<file path="src/design/grid_cell_candidate_dedup_top_macros.svh">
// assertion helpers for the top-level rtl file
`ifndef GRID_CELL_CANDIDATE_DEDUP_TOP_MACROS_SVH
`define GRID_CELL_CANDIDATE_DEDUP_TOP_MACROS_SVH

// same-cycle implication, checked outside reset
`define GCCD_ASSERT_IMP(label, ante, cons, msg) \
  label: assert property (@(posedge clk) disable iff (!rst_n) (ante) |-> (cons)) \
    else $error(msg);

// next-cycle implication, checked outside reset
`define GCCD_ASSERT_NXT(label, ante, cons, msg) \
  label: assert property (@(posedge clk) disable iff (!rst_n) (ante) |=> (cons)) \
    else $error(msg);

`endif

</file>
<file path="src/design/gccd_ram.sv">
module gccd_ram #(
  parameter int WIDTH = 8,
  parameter int DEPTH = 16,
  parameter int AW    = (DEPTH > 1) ? $clog2(DEPTH) : 1
) (
  input  logic             clk,
  input  logic             we,
  input  logic [AW-1:0]    waddr,
  input  logic [WIDTH-1:0] wdata,
  input  logic [AW-1:0]    raddr,
  output logic [WIDTH-1:0] rdata
);

  logic [WIDTH-1:0] mem_r [DEPTH];
  logic [WIDTH-1:0] rdata_r;

  always_ff @(posedge clk) begin
    if (we) begin
      mem_r[waddr] <= wdata;
    end
    rdata_r <= mem_r[raddr];
  end

  assign rdata = rdata_r;

endmodule

</file>
<file path="config.mk">
export PLATFORM = sky130hd
export DESIGN_NAME = gccd_ram
export DESIGN_NICKNAME = d
export VERILOG_FILES = /design/src/design/grid_cell_candidate_dedup_top_macros.svh /design/src/design/gccd_ram.sv
export SDC_FILE = /design/constraint.sdc
export NUM_CORES = 1
export LEC_CHECK = 0
export BUFFER_PORTS_ARGS = -buffer_cell sky130_fd_sc_hd__buf_2
export CORE_MARGIN = 10
export CORE_UTILIZATION = 30
export CTS_BUF_LIST = sky130_fd_sc_hd__clkbuf_4
export DETAILED_ROUTE_END_ITERATION = 10
export GPL_TIMING_DRIVEN = 0
export MAX_ROUTING_LAYER = met4
export PLACE_DENSITY = 0.55
export SYNTH_ARGS = -nofsm -noshare
export SYNTH_HDL_FRONTEND = slang
export SYNTH_SLANG_ARGS = --single-unit
</file>
<file path="constraint.sdc">
create_clock -name clk -period 1.95 [get_ports clk]
set_input_delay 0.0975 -clock clk [delete_from_list [all_inputs] [get_ports clk]]
set_output_delay 0.0975 -clock clk [all_outputs]
set_load 0.01 [all_outputs]
</file>
**Word-level counts from Yosys, hierarchy flattened**

Memories as Yosys holds them, arrays and structs flattened. A register that Yosys moved wholly into a read port is not among the register bits.
Cells that the tools add are included.

- Output and inout port bits: 8
- Memories kept: 1
- RAM bits: 128
- Flip-flop bits (word level): 0
- Bits in latches: 0
- Word-level logic and storage cells: 3
- Bits in read-only memories: 0
- Bits of input ports: 18

- Mux-type cells: 2
- Shift operators: 0
- Reduce and logical (&&, ||, !) cells: 0
- Divide/modulo/power cells: 0
- Add/sub/neg operators: 0
- Order comparisons: 0
- Equality and inequality tests: 0
- Bitwise operators: 0
- Multipliers: 0

Memory list:

| memory | words | bits a word | rd ports | clocked after Yosys merged registers in | wr ports | RTL line | text |
|---|---|---|---|---|---|---|---|
| mem_r | 16 | 8 | 1 | 1 | 1 | gccd_ram.sv:14 | `logic [WIDTH-1:0] mem_r [DEPTH];` |

Operators with widths:

| kind | number |
|---|---|
| $mux 1 | 2 |

**Longest topological paths before layout**

- Depth in word-level cells: 2
- Gate-level depth with buffers: 5
- Gate-level depth less buffers: 3

**Least setup slack after synthesis**

Ideal clock, no wire load.

- Kind: input port to flip-flop
- Start point: input port waddr[2]
- End point: memory mem_r[0][0], enable pin
- Arrival: 1207 ps
- Path buffers: 0
- Setup time: 383 ps
- Path slack: 360 ps
- Cell stages on the path: 2
- Data required time: 1567 ps
- Cells stage by stage: or3b_2 > nor3_1

RTL lines:

| element | RTL line | text |
|---|---|---|
| start, declared | gccd_ram.sv:8 | `input logic [AW-1:0] waddr,` |
| end, declared | gccd_ram.sv:14 |  |

Straight into the memory's write port.

==> metrics.cfg <==
[outcome]
status=complete, no violations

[routing]
drc=0
dr.pass1.iters=4
num_vias=2390
drt-initial-drc-count=187
wl_mm=10.6
drt-vias-per-instance=4.66
route.detailed.wl_per_inst_um=20.6
ant_nets=0

[critical_path]
cpPeakStageDelay_ns=0.56
crit_fanout=1
cpMaxStageDelayCell=mux4_1
cp_top_family=multiplexers
critPathBufInv=0
required_ns=2.40
crit_chain=mux4_1 > a22oi_1 > nand2_1
cp-end-kind=register
crit_arrival_ns=1.84
crit_type=reg2reg
worst_setup_path_start_kind=register

[yosys]
synthesis.nets=247
synth-seq-cells=136
yosysSeqAreaShare=0.778
ys.warnings.count=0
yosys.area.top_type_share=0.747
ys_types=19
netlist_top_cells_area=edfxtp_1 (75%), mux4_2 (7.9%), mux4_1 (7.1%)
avgSynthCellArea_um2=22.5
yosysTopAreaCell=edfxtp_1
synth_area_um2=5150
syn_inst=229

[grt]
grt_max_degree=17
grt_pass1_wl_mm=15.8
antenna_found_initial=0
grt_overflow_total=0
grt_pass1_vias=2512
grt_use_total=0.102

[sta]
finalSetupTns_ns=0
hold_slack_ns=0.0468
setup_viol=0
rsz0062_at_grt=false
slew_headroom=0.183
worst_slew_pin_slew_ns=1.22
hold_viol_final=0
finClkSkew_ns=0.0129
drv_slew=0
layout_min_cycle_time_ns=1.39
fmax_mhz=719
fin_crit_sh=0.714

[place]
placement.io_buffers=24
gp_congestion=0.719
hpwlAfterDp_mm=6.79
dp_cells=473

[layout]
multi_input_area_um2=1070
diodes=0
stdcell_count=513
fillers=1581
drive_gt1_frac=0.273
final_nets=298
final_util=0.352
synthToLayoutAreaGrowth_pct=14.3
regArea_um2=4000

[floorplanning]
die_y_um=151
coreArea_um2=16700
dieArea_um2=22800
fp.dieW_um=151
start_util=0.308
placementRows=47
ioPinCount=26

[pwr]
power_w=0.00530
leakagePower_nw=1.91
seqPwrFrac=0.618
p_sw_frac=0.219
p_comb_frac=0.063
irDropWorstVdd_v=0.000388
switching_power_w=0.00116
p_int_w=0.00414
power_density_nw_per_um2=901
clkPwrFrac=0.318

[cts]
postCtsResizedCells=0
cts_tree=yes
clock-root-buffer=clkbuf_4
insertion_delay_ns=0.55
cts_made_buffers=17
htree_levels=4
clk_pin_slew_ns=0.11
clockBufferDepth=2
clkSinkCount=136

[flow_run]
maxCapViolations=0

[hold_path]
hp-class=in2reg

power by group through the flow:
stage	registers [W]	logic, W	clock network, W
6_report	0.00328	0.000336	0.00169
5_1_grt	0.00328	0.000367	0.00187
4_1_cts	0.00328	0.000343	0.00172
3_5_place_dp	0.00335	0.000330	0
3_3_place_gp	0.00334	0.000325	0
2_1_floorplan	0.00335	0.000166	0
cell usage after synthesis:
library cell and instances:
edfxtp_1 128, mux4_2 18, a22oi_1 16, mux4_1 14, nor2_1 13, nand2_1 9
dfxtp_1 8, nor3_1 4, buf_2 3, buf_6 3, clkdlybuf4s25_2 3, nand2b_1 2
nand3b_1 2, and2_1 1, and2b_1 1, buf_4 1, nand3_1 1, nor2b_1 1
or3b_2 1
cell type report:
class / instances / share of cell area
Sequential cell: 136 / 0.681
Tap cell: 220 / 0.0468
Multi-Input combinational cell: 83 / 0.181
Clock inverter: 14 / 0.0194
Timing Repair Buffer: 32 / 0.0340
Clock buffer: 18 / 0.0230
Buffer: 10 / 0.0147
cells by family after synthesis:
kind of cell / count (synthesis) / share of synthesized area
DFF: 136 / 0.778
AOI/OAI and AO/OA: 16 / 0.0233
and+or+nand+nor: 35 / 0.0318
buffers and inverters: 10 / 0.0168
muxes: 32 / 0.150
metrics by stage:
stage | area [um2] | setup slack (ns)
after floorplan | 5150 | 0.360
after global placement | 5540 | -0.294
after detailed placement | 5540 | -0.318
after CTS | 5870 | 0.287
after global routing | 5880 | 0.505
final | 5880 | 0.558
timing repair:
item	CTS	global route
buffers inserted	0	0
endpoints found under the hold margin	128	0
hold buffers	8	0
endpoints found under the setup margin	0	0
registers in the layout, summed over array words and instances (netlist names):
name,flops
rdata,8
mem_r,128
metal layers:
layer	vias up	GRT usage	share of wire
met1	1223	0.135	0.47
met5	-	-	0
met4	0	0.0404	0.019
li1	1078	-	-
met3	19	0.0391	0.060
met2	70	0.138	0.46
placed cells by master, fill, tap and decap left out:
cell type,count
buf_2,27
or3b_2,1
clkinvlp_4,1
clkbuf_4,18
nand2b_1,2
buf_4,1
nor3_2,2
nor2_1,13
nand3b_1,2
dlygate4sd3_1,8
a22oi_1,16
buf_6,3
nand3_1,1
clkdlybuf4s25_2,3
mux4_1,14
nor2b_1,1
bufinv_16,2
nand2_1,9
edfxtp_1,128
dfxtp_1,8
clkinv_2,4
mux4_2,18
and2_1,1
nor3_1,2
and2b_1,1
clkinv_1,7
worst register-to-register path: cells and delay by family (launching register included):
family / cells / cell delay, ns
DFF: 1 / 0.36
muxes: 1 / 0.56
AOI/OAI and AO/OA: 1 / 0.28
and+or+nand+nor: 1 / 0.09
worst paths after layout:
| path | start | end | slack [ns] | cells past startpoint |
|---|---|---|---|---|
| worst max-delay path | mem_r[5][0] | rdata[0] | 0.56 | 3 |
| worst min-delay path | raddr[0] | rdata[7] | 0.05 | 4 |
| worst max register to register | mem_r[5][0] | rdata[0] | 0.56 | 3 |
| worst min register to register | mem_r[3][1] | rdata[1] | 0.71 | 3 |
No activity file was read; power rests on OpenSTA's default activity.
